File: src/rtl/mpeg_audio_header_frame_size_defines.svh
// Assertion macros for the MPEG audio header parser
`ifndef MPEG_AUDIO_HEADER_FRAME_SIZE_DEFINES_SVH
`define MPEG_AUDIO_HEADER_FRAME_SIZE_DEFINES_SVH

// implication checked on every rising clock edge outside reset
`define MAHFS_ASSERT_IMPLY(lbl, ante, cons, msg) \
  lbl: assert property (@(posedge clk) disable iff (!rst_n) (ante) |-> (cons)) \
    else $error(msg);

// condition that must never hold outside reset
`define MAHFS_ASSERT_NEVER(lbl, cond, msg) \
  lbl: assert property (@(posedge clk) disable iff (!rst_n) !(cond)) \
    else $error(msg);

`endif

File: src/rtl/mahfs_pkg.sv
package mahfs_pkg;

  localparam int NUM_STG   = 6;
  localparam int DIV_STG   = 4;
  localparam int DIV_STEPS = 3;
  localparam int QUO_W     = 12;
  localparam int REM_W     = 26;

  localparam logic [17:0] MUL_L1  = 18'd12000;
  localparam logic [17:0] MUL_L23 = 18'd144000;

  localparam logic [7:0] SYNC_BYTE  = 8'hFF;
  localparam logic [2:0] SYNC_HI    = 3'b111;
  localparam logic [1:0] VER_MPEG1  = 2'b11;
  localparam logic [1:0] VER_RSVD   = 2'b01;
  localparam logic [1:0] LAYER_RSVD = 2'b00;
  localparam logic [1:0] LAYER_I    = 2'b11;
  localparam logic [3:0] BIDX_BAD   = 4'hF;
  localparam logic [1:0] SIDX_BAD   = 2'b11;

  typedef struct packed {
    logic              ok;
    logic              layer_one;
    logic              pad;
    logic [8:0]        kbps;
    logic [15:0]       rate;
    logic [REM_W-1:0]  rem;
    logic [QUO_W-1:0]  quo;
  } pipe_t;

  typedef struct packed {
    logic [15:0] sample_rate_hz;
    logic [8:0]  bitrate_kbps;
    logic [11:0] frame_bytes;
    logic        header_valid;
  } result_t;

  // [lsf][layer index][bitrate index]
  localparam logic [8:0] KBPS_TBL [2][3][16] = '{
    '{
      '{9'd0, 9'd32, 9'd64, 9'd96, 9'd128, 9'd160, 9'd192, 9'd224,
        9'd256, 9'd288, 9'd320, 9'd352, 9'd384, 9'd416, 9'd448, 9'd0},
      '{9'd0, 9'd32, 9'd48, 9'd56, 9'd64, 9'd80, 9'd96, 9'd112,
        9'd128, 9'd160, 9'd192, 9'd224, 9'd256, 9'd320, 9'd384, 9'd0},
      '{9'd0, 9'd32, 9'd40, 9'd48, 9'd56, 9'd64, 9'd80, 9'd96,
        9'd112, 9'd128, 9'd160, 9'd192, 9'd224, 9'd256, 9'd320, 9'd0}
    },
    '{
      '{9'd0, 9'd32, 9'd48, 9'd56, 9'd64, 9'd80, 9'd96, 9'd112,
        9'd128, 9'd144, 9'd160, 9'd176, 9'd192, 9'd224, 9'd256, 9'd0},
      '{9'd0, 9'd8, 9'd16, 9'd24, 9'd32, 9'd40, 9'd48, 9'd56,
        9'd64, 9'd80, 9'd96, 9'd112, 9'd128, 9'd144, 9'd160, 9'd0},
      '{9'd0, 9'd8, 9'd16, 9'd24, 9'd32, 9'd40, 9'd48, 9'd56,
        9'd64, 9'd80, 9'd96, 9'd112, 9'd128, 9'd144, 9'd160, 9'd0}
    }
  };

  // [version code][sampling index]; version code 1 is reserved
  localparam logic [15:0] RATE_TBL [4][4] = '{
    '{16'd11025, 16'd12000, 16'd8000,  16'd0},
    '{16'd0,     16'd0,     16'd0,     16'd0},
    '{16'd22050, 16'd24000, 16'd16000, 16'd0},
    '{16'd44100, 16'd48000, 16'd32000, 16'd0}
  };

  function automatic logic [8:0] kbps_lookup(logic lsf, logic [1:0] lay, logic [3:0] bidx);
    logic [8:0] res;
    res = '0;
    if (lay != 2'd3) begin
      res = KBPS_TBL[lsf][lay][bidx];
    end
    return res;
  endfunction

endpackage

File: src/rtl/mpeg_audio_header_frame_size.sv
// MPEG-1/2/2.5 audio frame header parser. Each input word carries the first
// three header bytes (byte zero in bits 23:16) and yields one output word with
// the validity flag, the looked-up bitrate and sampling rate, and the frame
// length in bytes; an illegal header gives all zeros, free format gives the
// padding alone. One word is accepted every cycle while the output is not
// stalled. A result passes the decode, product and divider stages and the
// output register; the 12-bit restoring divider resolves three quotient bits
// per stage. Back-pressure stalls the occupied stages; no word is lost or repeated.
module mpeg_audio_header_frame_size
  import mahfs_pkg::*;
(
  input  logic        clk,
  input  logic        rst_n,
  input  logic        in_tvalid,
  output logic        in_tready,
  input  logic [23:0] in_tdata,   // header_bits[23:0]
  output logic        out_tvalid,
  input  logic        out_tready,
  output logic [39:0] out_tdata   // 2'b0, sample_rate_hz[15:0], bitrate_kbps[8:0]
                                  // then frame_bytes[11:0], header_valid
);

  logic [NUM_STG-1:0] vld_r, vld_nxt;
  logic [NUM_STG-1:0] adv;
  pipe_t              stg_r   [NUM_STG];
  pipe_t              stg_nxt [NUM_STG];
  logic               out_vld_r, out_vld_nxt;
  result_t            res_r, res_nxt;
  logic               adv_out;

  // decode, product and frame-length signals
  logic [7:0]  b0, b1, b2;
  logic        hdr_ok;
  logic [1:0]  lay;
  logic [26:0] prod;
  logic [11:0] quo_l1;

  always_comb begin
    adv_out = !out_vld_r || out_tready;
    adv[NUM_STG-1] = !vld_r[NUM_STG-1] || adv_out;
    for (int k = NUM_STG - 2; k >= 0; k--) begin
      adv[k] = !vld_r[k] || adv[k+1];
    end
  end

  assign in_tready = adv[0];

  always_comb begin
    b0 = in_tdata[23:16];
    b1 = in_tdata[15:8];
    b2 = in_tdata[7:0];
    hdr_ok = (b0 == SYNC_BYTE) && (b1[7:5] == SYNC_HI) && (b1[4:3] != VER_RSVD) &&
             (b1[2:1] != LAYER_RSVD) && (b2[7:4] != BIDX_BAD) && (b2[3:2] != SIDX_BAD);
    lay = 2'd3 - b1[2:1];

    stg_nxt[0].ok        = hdr_ok;
    stg_nxt[0].layer_one = (b1[2:1] == LAYER_I);
    stg_nxt[0].pad       = b2[1];
    stg_nxt[0].kbps      = hdr_ok ? kbps_lookup(b1[4:3] != VER_MPEG1, lay, b2[7:4]) : '0;
    stg_nxt[0].rate      = hdr_ok ? RATE_TBL[b1[4:3]][b2[3:2]] : '0;
    stg_nxt[0].rem       = '0;
    stg_nxt[0].quo       = '0;

    // numerator in bit/s times the layer factor
    stg_nxt[1] = stg_r[0];
    prod = {18'b0, stg_r[0].kbps} * {9'b0, (stg_r[0].layer_one ? MUL_L1 : MUL_L23)};
    stg_nxt[1].rem = prod[REM_W-1:0];
    stg_nxt[1].quo = '0;

    // restoring division, three quotient bits per stage
    for (int j = 0; j < DIV_STG; j++) begin
      stg_nxt[j+2] = stg_r[j+1];
      for (int s = 0; s < DIV_STEPS; s++) begin
        if ({2'b0, stg_nxt[j+2].rem} >=
            (28'(stg_r[j+1].rate) << (QUO_W - 1 - DIV_STEPS * j - s))) begin
          stg_nxt[j+2].rem = stg_nxt[j+2].rem -
            REM_W'(28'(stg_r[j+1].rate) << (QUO_W - 1 - DIV_STEPS * j - s));
          stg_nxt[j+2].quo[QUO_W-1-DIV_STEPS*j-s] = 1'b1;
        end
      end
    end
  end

  always_comb begin
    quo_l1 = {stg_r[NUM_STG-1].quo[9:0] + {9'b0, stg_r[NUM_STG-1].pad}, 2'b00};
    res_nxt.header_valid   = stg_r[NUM_STG-1].ok;
    res_nxt.bitrate_kbps   = stg_r[NUM_STG-1].kbps;
    res_nxt.sample_rate_hz = stg_r[NUM_STG-1].rate;
    if (!stg_r[NUM_STG-1].ok) begin
      res_nxt.frame_bytes = '0;
    end else if (stg_r[NUM_STG-1].layer_one) begin
      res_nxt.frame_bytes = quo_l1;
    end else begin
      res_nxt.frame_bytes = stg_r[NUM_STG-1].quo + {11'b0, stg_r[NUM_STG-1].pad};
    end
  end

  always_comb begin
    vld_nxt = vld_r;
    if (adv[0]) begin
      vld_nxt[0] = in_tvalid;
    end
    for (int k = 1; k < NUM_STG; k++) begin
      if (adv[k]) begin
        vld_nxt[k] = vld_r[k-1];
      end
    end
    out_vld_nxt = adv_out ? vld_r[NUM_STG-1] : out_vld_r;
  end

  always_ff @(posedge clk) begin
    if (!rst_n) begin
      vld_r     <= '0;
      out_vld_r <= 1'b0;
    end else begin
      vld_r     <= vld_nxt;
      out_vld_r <= out_vld_nxt;
    end
  end

  always_ff @(posedge clk) begin
    for (int k = 0; k < NUM_STG; k++) begin
      if (adv[k]) begin
        stg_r[k] <= stg_nxt[k];
      end
    end
    if (adv_out) begin
      res_r <= res_nxt;
    end
  end

  assign out_tvalid = out_vld_r;
  assign out_tdata  = {2'b00, res_r};

`include "mpeg_audio_header_frame_size_defines.svh"

  `MAHFS_ASSERT_IMPLY(a_invalid_zero, out_tvalid && !res_r.header_valid,
    (res_r.frame_bytes == '0) && (res_r.bitrate_kbps == '0) && (res_r.sample_rate_hz == '0),
    "invalid header with non-zero result")
  `MAHFS_ASSERT_IMPLY(a_empty_ready, !out_vld_r, in_tready,
    "input stalled while output register empty")
  `MAHFS_ASSERT_IMPLY(a_frame_nonzero, out_tvalid && res_r.header_valid &&
    (res_r.bitrate_kbps != '0), res_r.frame_bytes != '0,
    "zero frame length for a coded bitrate")
  `MAHFS_ASSERT_NEVER(a_frame_range, out_tvalid && (res_r.frame_bytes > 12'd2881),
    "frame length out of range")

endmodule

File: config.mk
export PLATFORM = sky130hd
export DESIGN_NAME = mpeg_audio_header_frame_size
export DESIGN_NICKNAME = d
export VERILOG_FILES = /design/src/rtl/mahfs_pkg.sv /design/src/rtl/mpeg_audio_header_frame_size.sv
export VERILOG_INCLUDE_DIRS = /design/src /design/src/rtl
export SDC_FILE = /design/constraint.sdc
export NUM_CORES = 1
export LEC_CHECK = 0
export BUFFER_PORTS_ARGS = -buffer_cell sky130_fd_sc_hd__buf_2
export CORE_ASPECT_RATIO = 0.8
export CORE_UTILIZATION = 47
export CTS_CLUSTER_DIAMETER = 30
export DETAILED_ROUTE_END_ITERATION = 16
export PLACE_DENSITY_LB_ADDON = 0.3
export SYNTH_ARGS = -nofsm -noshare
export SYNTH_HDL_FRONTEND = slang
export SYNTH_SLANG_ARGS = --single-unit
File: constraint.sdc
create_clock -name clk -period 16.3 [get_ports clk]
set_input_delay 1.63 -clock clk [delete_from_list [all_inputs] [get_ports clk]]
set_output_delay 1.63 -clock clk [all_outputs]
set_load 0.02 [all_outputs]
== Word level (Yosys, flattened, before mapping) ==
Memory sizes are Yosys's and may differ from the RTL's.
Index checks and enable logic that the tools add are counted.

* Output and inout port bits: 42
* Bits in writable memories: 396
* Logic and storage cells: 136
* Memories: 1
* Bits of input ports: 28
* Register bits: 45

* Eq/ne operators: 8
* Mux-type cells: 55
* Add/subtract/negate cells: 15
* $lt $le $gt $ge: 17
* Bitwise operators: 6
* Multipliers: 1
* Reduce and logical (&&, ||, !) cells: 21

{| class="wikitable"
|+ Memory list
! memory !! words !! bits a word !! rd ports !! clocked after Yosys merged registers in !! write ports !! line !! RTL
|-
| stg_r || 6 || 66 || 6 || 0 || 6 || mpeg_audio_header_frame_size.sv:25 || <nowiki>pipe_t stg_r [NUM_STG];</nowiki>
|}

{| class="wikitable"
|+ Operators with widths
! operator !! number
|-
| 2-to-1 mux 432 bit || 2
|-
| 2-to-1 mux 412 bit || 1
|-
| binary-select mux 144 bit (select 2 bit) || 1
|-
| 2-to-1 mux 144 bit || 2
|-
| 2-to-1 mux 26 bit || 11
|-
| binary-select mux 64 bit (select 2 bit) || 1
|-
| 2-to-1 mux 64 bit || 2
|-
| subtractor 26 bit || 2
|-
| 2-to-1 mux 16 bit || 3
|-
| binary-select mux 9 bit (select 4 bit) || 1
|-
| 2-to-1 mux 9 bit || 4
|-
| binary-select mux 16 bit (select 2 bit) || 1
|-
| >= comparator 26 x 27 -> 1 bit || 1
|-
| 2-to-1 mux 27 bit || 1
|-
| >= comparator 26 x 16 -> 1 bit || 1
|-
| >= comparator 26 x 17 -> 1 bit || 1
|-
| >= comparator 26 x 18 -> 1 bit || 1
|-
| >= comparator 26 x 19 -> 1 bit || 1
|-
| >= comparator 26 x 20 -> 1 bit || 1
|-
| >= comparator 26 x 21 -> 1 bit || 1
|-
| >= comparator 26 x 22 -> 1 bit || 1
|-
| >= comparator 26 x 23 -> 1 bit || 1
|-
| >= comparator 26 x 24 -> 1 bit || 1
|-
| >= comparator 26 x 25 -> 1 bit || 1
|-
| other kinds (36) || 80
|}

== Logic depth before layout (Yosys ltp) ==
* Depth after elaboration: 13
* Mapped depth: 44
* Gate-level depth less buffers: 38

== Worst setup path before layout ==
OpenSTA, ideal clock, no wires.

* Path kind: flip-flop to flip-flop
* From: memory stg_r[2][20] (netlist name)
* To: memory stg_r[3][34] (netlist name) (data pin)
* Required time: 16.030 ns
* Setup slack: 8.364 ns
* Cell stages (with the launch flop): 42
* Path buffers: 7
* Setup time: 0.270 ns
* Period minus slack after synthesis: 7.936 ns
* Arrival time: 7.666 ns
* Cell sequence: edfxtp_1 > inv_1 > ha_1 > inv_1 > fa_1 > a211oi_1 > nor2b_1 > o41ai_1 > o21ai_0 > a21oi_1 > nand2_1 > clkbuf_1 > clkbuf_1 > o21ai_0 > inv_1 > ha_1 > nor2b_1 > o21ai_0 > [6 not listed] > clkinv_1 > clkbuf_1 > nor2_1 > a21oi_1 > ha_1 > a21o_1 > a21o_1 > a21oi_1 > inv_1 > a41oi_1 > or3b_2 > clkbuf_1 > o21a_1 > and4_1 > buf_2 > clkbuf_1 > nor3_1 > xor2_1

{| class="wikitable"
|+ RTL lines
! what !! line
|-
| start, declared || mpeg_audio_header_frame_size.sv:25
|}

==> impl_metrics.prom <==
# TYPE chip_impl_metric gauge
chip_impl_metric{name="cts_repair_resize_count",unit=""} 0
chip_impl_metric{name="area_growth_syn_to_layout",unit="%"} 11.5
chip_impl_metric{name="finalSetupViolations",unit=""} 0
chip_impl_metric{name="wl",unit="mm"} 57.7
chip_impl_metric{name="drcViolationCount",unit=""} 0
chip_impl_metric{name="grt_max_degree",unit=""} 56
chip_impl_metric{name="start_util",unit="%"} 48.0
chip_impl_metric{name="cts_inserted_buffers",unit=""} 49
chip_impl_metric{name="ys_types",unit=""} 83
chip_impl_info{name="timing_worst_setup_path_type",value="flip-flop to flip-flop"} 1
chip_impl_metric{name="worstMarginPinSlew",unit="ns"} 1.09
chip_impl_metric{name="number_of_enable_type_register_cells_in_the_synthesized_netlist",unit=""} 282
chip_impl_metric{name="drt_via_density",unit=""} 5.76
chip_impl_metric{name="finish.utilization",unit="%"} 53.5
chip_impl_metric{name="dieHeight",unit="um"} 202
chip_impl_metric{name="timing.critical_path.required",unit="ns"} 16.63
chip_impl_metric{name="floorplan.die.width",unit="um"} 252
chip_impl_metric{name="core_footprint",unit="um^2"} 48700
chip_impl_metric{name="clk-insertion-delay-late",unit="ns"} 0.59
chip_impl_info{name="critPathLaunchType",value="flip-flop"} 1
chip_impl_metric{name="number_of_port_buffers",unit=""} 61
chip_impl_info{name="critPathCaptureType",value="flip-flop"} 1
chip_impl_metric{name="cts-htree-levels",unit=""} 2
chip_impl_metric{name="detailroute.via_count",unit=""} 18500
chip_impl_metric{name="drt-wirelength-per-cell",unit="um"} 18.0
chip_impl_metric{name="antenna_violations_before_repair",unit=""} 3
chip_impl_metric{name="drt_iter0_drc",unit=""} 1323
chip_impl_metric{name="dp_hpwl",unit="mm"} 45.4
chip_impl_metric{name="syn_inst",unit=""} 2426
chip_impl_metric{name="clock_skew",unit="ns"} 0.0314
chip_impl_metric{name="report.final.slew_viol_count",unit=""} 0
chip_impl_metric{name="cts_num_sinks",unit=""} 289
chip_impl_metric{name="synth_seq_area_share",unit="%"} 36.8
chip_impl_metric{name="max_slew_margin",unit="%"} 27.3
chip_impl_info{name="worst_hold_path_type",value="flip-flop to flip-flop"} 1
chip_impl_metric{name="synth_area_per_inst",unit="um^2"} 9.65
chip_impl_metric{name="clock_buffer_depth",unit=""} 3
chip_impl_metric{name="globalRouteMet3Util",unit="%"} 3.04
chip_impl_metric{name="finalCritPeriodShare",unit="%"} 62.3
chip_impl_metric{name="firstDrtPassIters",unit=""} 5
chip_impl_metric{name="grt_pass1_vias",unit=""} 17900
chip_impl_metric{name="gr-usage-all-layers",unit="%"} 22.6
chip_impl_metric{name="overflow",unit=""} 0
chip_impl_metric{name="antenna_left",unit=""} 0
chip_impl_metric{name="setup_tns",unit="ns"} 0
chip_impl_metric{name="post-cts-setup-buffers",unit=""} 0
chip_impl_metric{name="ios",unit=""} 70
chip_impl_metric{name="floorplan.die_area",unit="um^2"} 50700
chip_impl_metric{name="global_route.usage.met2",unit="%"} 35.6
chip_impl_metric{name="clock.fmax",unit="MHz"} 98.4
chip_impl_metric{name="synth_seq_cells",unit=""} 289
chip_impl_metric{name="worstPathArrival",unit="ns"} 10.49
chip_impl_metric{name="maxCapViolCount",unit=""} 0
chip_impl_metric{name="design.final.nets",unit=""} 2805
chip_impl_info{name="critical_path.top_delay_family",value="compound AO/OA/AOI/OAI gates"} 1
chip_impl_metric{name="num_rows",unit=""} 72
chip_impl_info{name="cts_tree",value="done"} 1
chip_impl_metric{name="synth.cell_area",unit="um^2"} 23400
chip_impl_info{name="synth-main-ff-cell",value="sky130_fd_sc_hd__edfxtp_1"} 1
chip_impl_metric{name="postSynth.asyncResetShare",unit="%"} 0
chip_impl_info{name="critPathSlowestCell",value="sky130_fd_sc_hd__and4_1"} 1
chip_impl_metric{name="globalRouteMet1Util",unit="%"} 32.4
chip_impl_metric{name="max_stage_delay",unit="ns"} 0.80
chip_impl_metric{name="post_cts_hold_buffer_count",unit=""} 0
chip_impl_info{name="top_usage_layer",value="met2"} 1
chip_impl_metric{name="first_pass_grt_wire_length",unit="mm"} 92.3
chip_impl_metric{name="clkTransAtPathRegs",unit="ns"} 0.06
chip_impl_metric{name="yosysWarnings",unit=""} 0
chip_impl_metric{name="fill_cells",unit=""} 4295
chip_impl_info{name="clock_root_buffer",value="sky130_fd_sc_hd__clkbuf_16"} 1
chip_impl_metric{name="worst-path-buf-inv",unit=""} 5
chip_impl_info{name="outcome",value="completed"} 1
chip_impl_metric{name="drive_above_1_share",unit="%"} 9.44
chip_impl_metric{name="hold_violations",unit=""} 0
chip_impl_info{name="rsz0062_at_grt",value="no"} 1
chip_impl_metric{name="weighted_congestion_reported_at_the_end_of_routability_driven_placement",unit=""} 0.928
chip_impl_metric{name="final_area",unit="um^2"} 26100
chip_impl_metric{name="placedInstanceArea",unit="um^2"} 24400
chip_impl_metric{name="crit_path_max_fanout",unit=""} 28
chip_impl_metric{name="layout_min_cycle_time",unit="ns"} 10.16
-- metrics by stage --
| stage | instances | worst slack, ns | hold WS, ns |
|---|---|---|---|
| detailed placement | 3118 | 6.35 | 0.405 |
| CTS | 3209 | 6.31 | 0.395 |
| finish | 3210 | 6.14 | 0.403 |
| global placement | 3118 | 6.48 | 0.401 |
| global route | 3209 | 5.38 | 0.403 |
| floorplan | 2446 | 8.36 | 0.400 |
-- layout make-up --
type | instances | area, um^2 | area share, %
clock inverters | 41 | 459 | 1.76
diodes | 1 | 2.50 | 0.00959
repair buffers | 70 | 373 | 1.43
inverters | 185 | 697 | 2.67
well taps | 666 | 833 | 3.19
multi-input cells | 1908 | 13900 | 53.2
clock buffers | 50 | 1230 | 4.71
flip-flops and latches | 289 | 8610 | 33.0
-- synthesized netlist by cell type (all sizes together), types with 8 or more instances --
cell | n | area (um^2)
a211o | 8 | 70.1
nor4 | 18 | 113
mux2i | 32 | 320
nor2 | 176 | 661
a21boi | 13 | 97.6
nand4 | 30 | 188
inv | 182 | 686
nand3 | 63 | 315
xor2 | 64 | 561
o31ai | 10 | 75.1
a31o | 13 | 114
o21a | 32 | 240
mux2 | 47 | 533
nand2b | 38 | 238
a21oi | 226 | 1130
nor3 | 30 | 161
o211ai | 12 | 90.1
buf | 15 | 101
nor2b | 49 | 309
and2 | 25 | 156
ha | 232 | 2900
a211oi | 24 | 193
clkbuf | 49 | 184
nand2 | 178 | 668
edfxtp | 282 | 8470
o21bai | 23 | 173
xnor2 | 120 | 1050
or2 | 9 | 56.3
fa | 42 | 841
a31oi | 16 | 100
a21o | 80 | 601
and3 | 22 | 138
o21ai | 135 | 676
or3 | 13 | 86.3
-- flip-flops by register name, summed over array words and instances (netlist names) --
name / flops
stg_r: 249
out_tdata: 33
out_tvalid: 1
vld_r: 6
-- placed cells by master, fill, tap and decap left out, types with 38 or more instances in the layout --
master | netlist | routed
sky130_fd_sc_hd__xnor2_1 | 120 | 120
sky130_fd_sc_hd__inv_1 | 179 | 177
sky130_fd_sc_hd__a21oi_1 | 226 | 226
sky130_fd_sc_hd__nor2b_1 | 48 | 48
sky130_fd_sc_hd__a21o_1 | 80 | 80
sky130_fd_sc_hd__fa_1 | 42 | 42
sky130_fd_sc_hd__nand3_1 | 63 | 63
sky130_fd_sc_hd__ha_1 | 232 | 232
sky130_fd_sc_hd__nor2_1 | 176 | 176
sky130_fd_sc_hd__clkbuf_16 | 0 | 49
sky130_fd_sc_hd__xor2_1 | 64 | 64
sky130_fd_sc_hd__nand2_1 | 178 | 177
sky130_fd_sc_hd__buf_2 | 3 | 61
sky130_fd_sc_hd__mux2_2 | 46 | 46
sky130_fd_sc_hd__edfxtp_1 | 282 | 282
sky130_fd_sc_hd__nand2b_1 | 38 | 38
sky130_fd_sc_hd__o21ai_0 | 135 | 135
-- path summary, 6_finish.rpt --
check / from / endpoint / slack (ns) / depth (start not counted)
worst max register to register: stg_r[2][42]$_DFFE_PP_ / stg_r[3][31]$_DFFE_PP_ / 6.14 / 34
worst min register to register: stg_r[0][45]$_SDFFCE_PN0P_ / stg_r[1][45]$_DFFE_PP_ / 0.40 / 0
worst max-delay path: stg_r[2][42]$_DFFE_PP_ / stg_r[3][31]$_DFFE_PP_ / 6.14 / 34
worst min-delay path: stg_r[0][45]$_SDFFCE_PN0P_ / stg_r[1][45]$_DFFE_PP_ / 0.40 / 0
-- logic make-up (layout without fill, tap and decap cells) --
kind of cell | after synthesis | after routing | synth area share, %
AO/OA/AOI/OAI | 653 | 653 | 17.6
multiplexers | 79 | 79 | 3.65
XOR/XNOR | 184 | 184 | 6.88
adder cells (fa/ha/maj) | 274 | 274 | 16.0
AND/OR/NAND/NOR | 696 | 696 | 14.9
flip-flops | 289 | 289 | 36.8
other | 2 | 23 | 0.0321
buffers and inverters | 249 | 346 | 4.20
-- layer usage --
| layer | vias up | part of all wire, % |
|---|---|---|
| met2 | 530 | 44 |
| met5 | - | 0.016 |
| met1 | 8826 | 48 |
| met4 | 2 | 2.4 |
| li1 | 9018 | - |
| met3 | 101 | 5.5 |
Power is not shown: default switching activity piles up to over one toggle a cycle in this logic, so the estimate is an artifact.
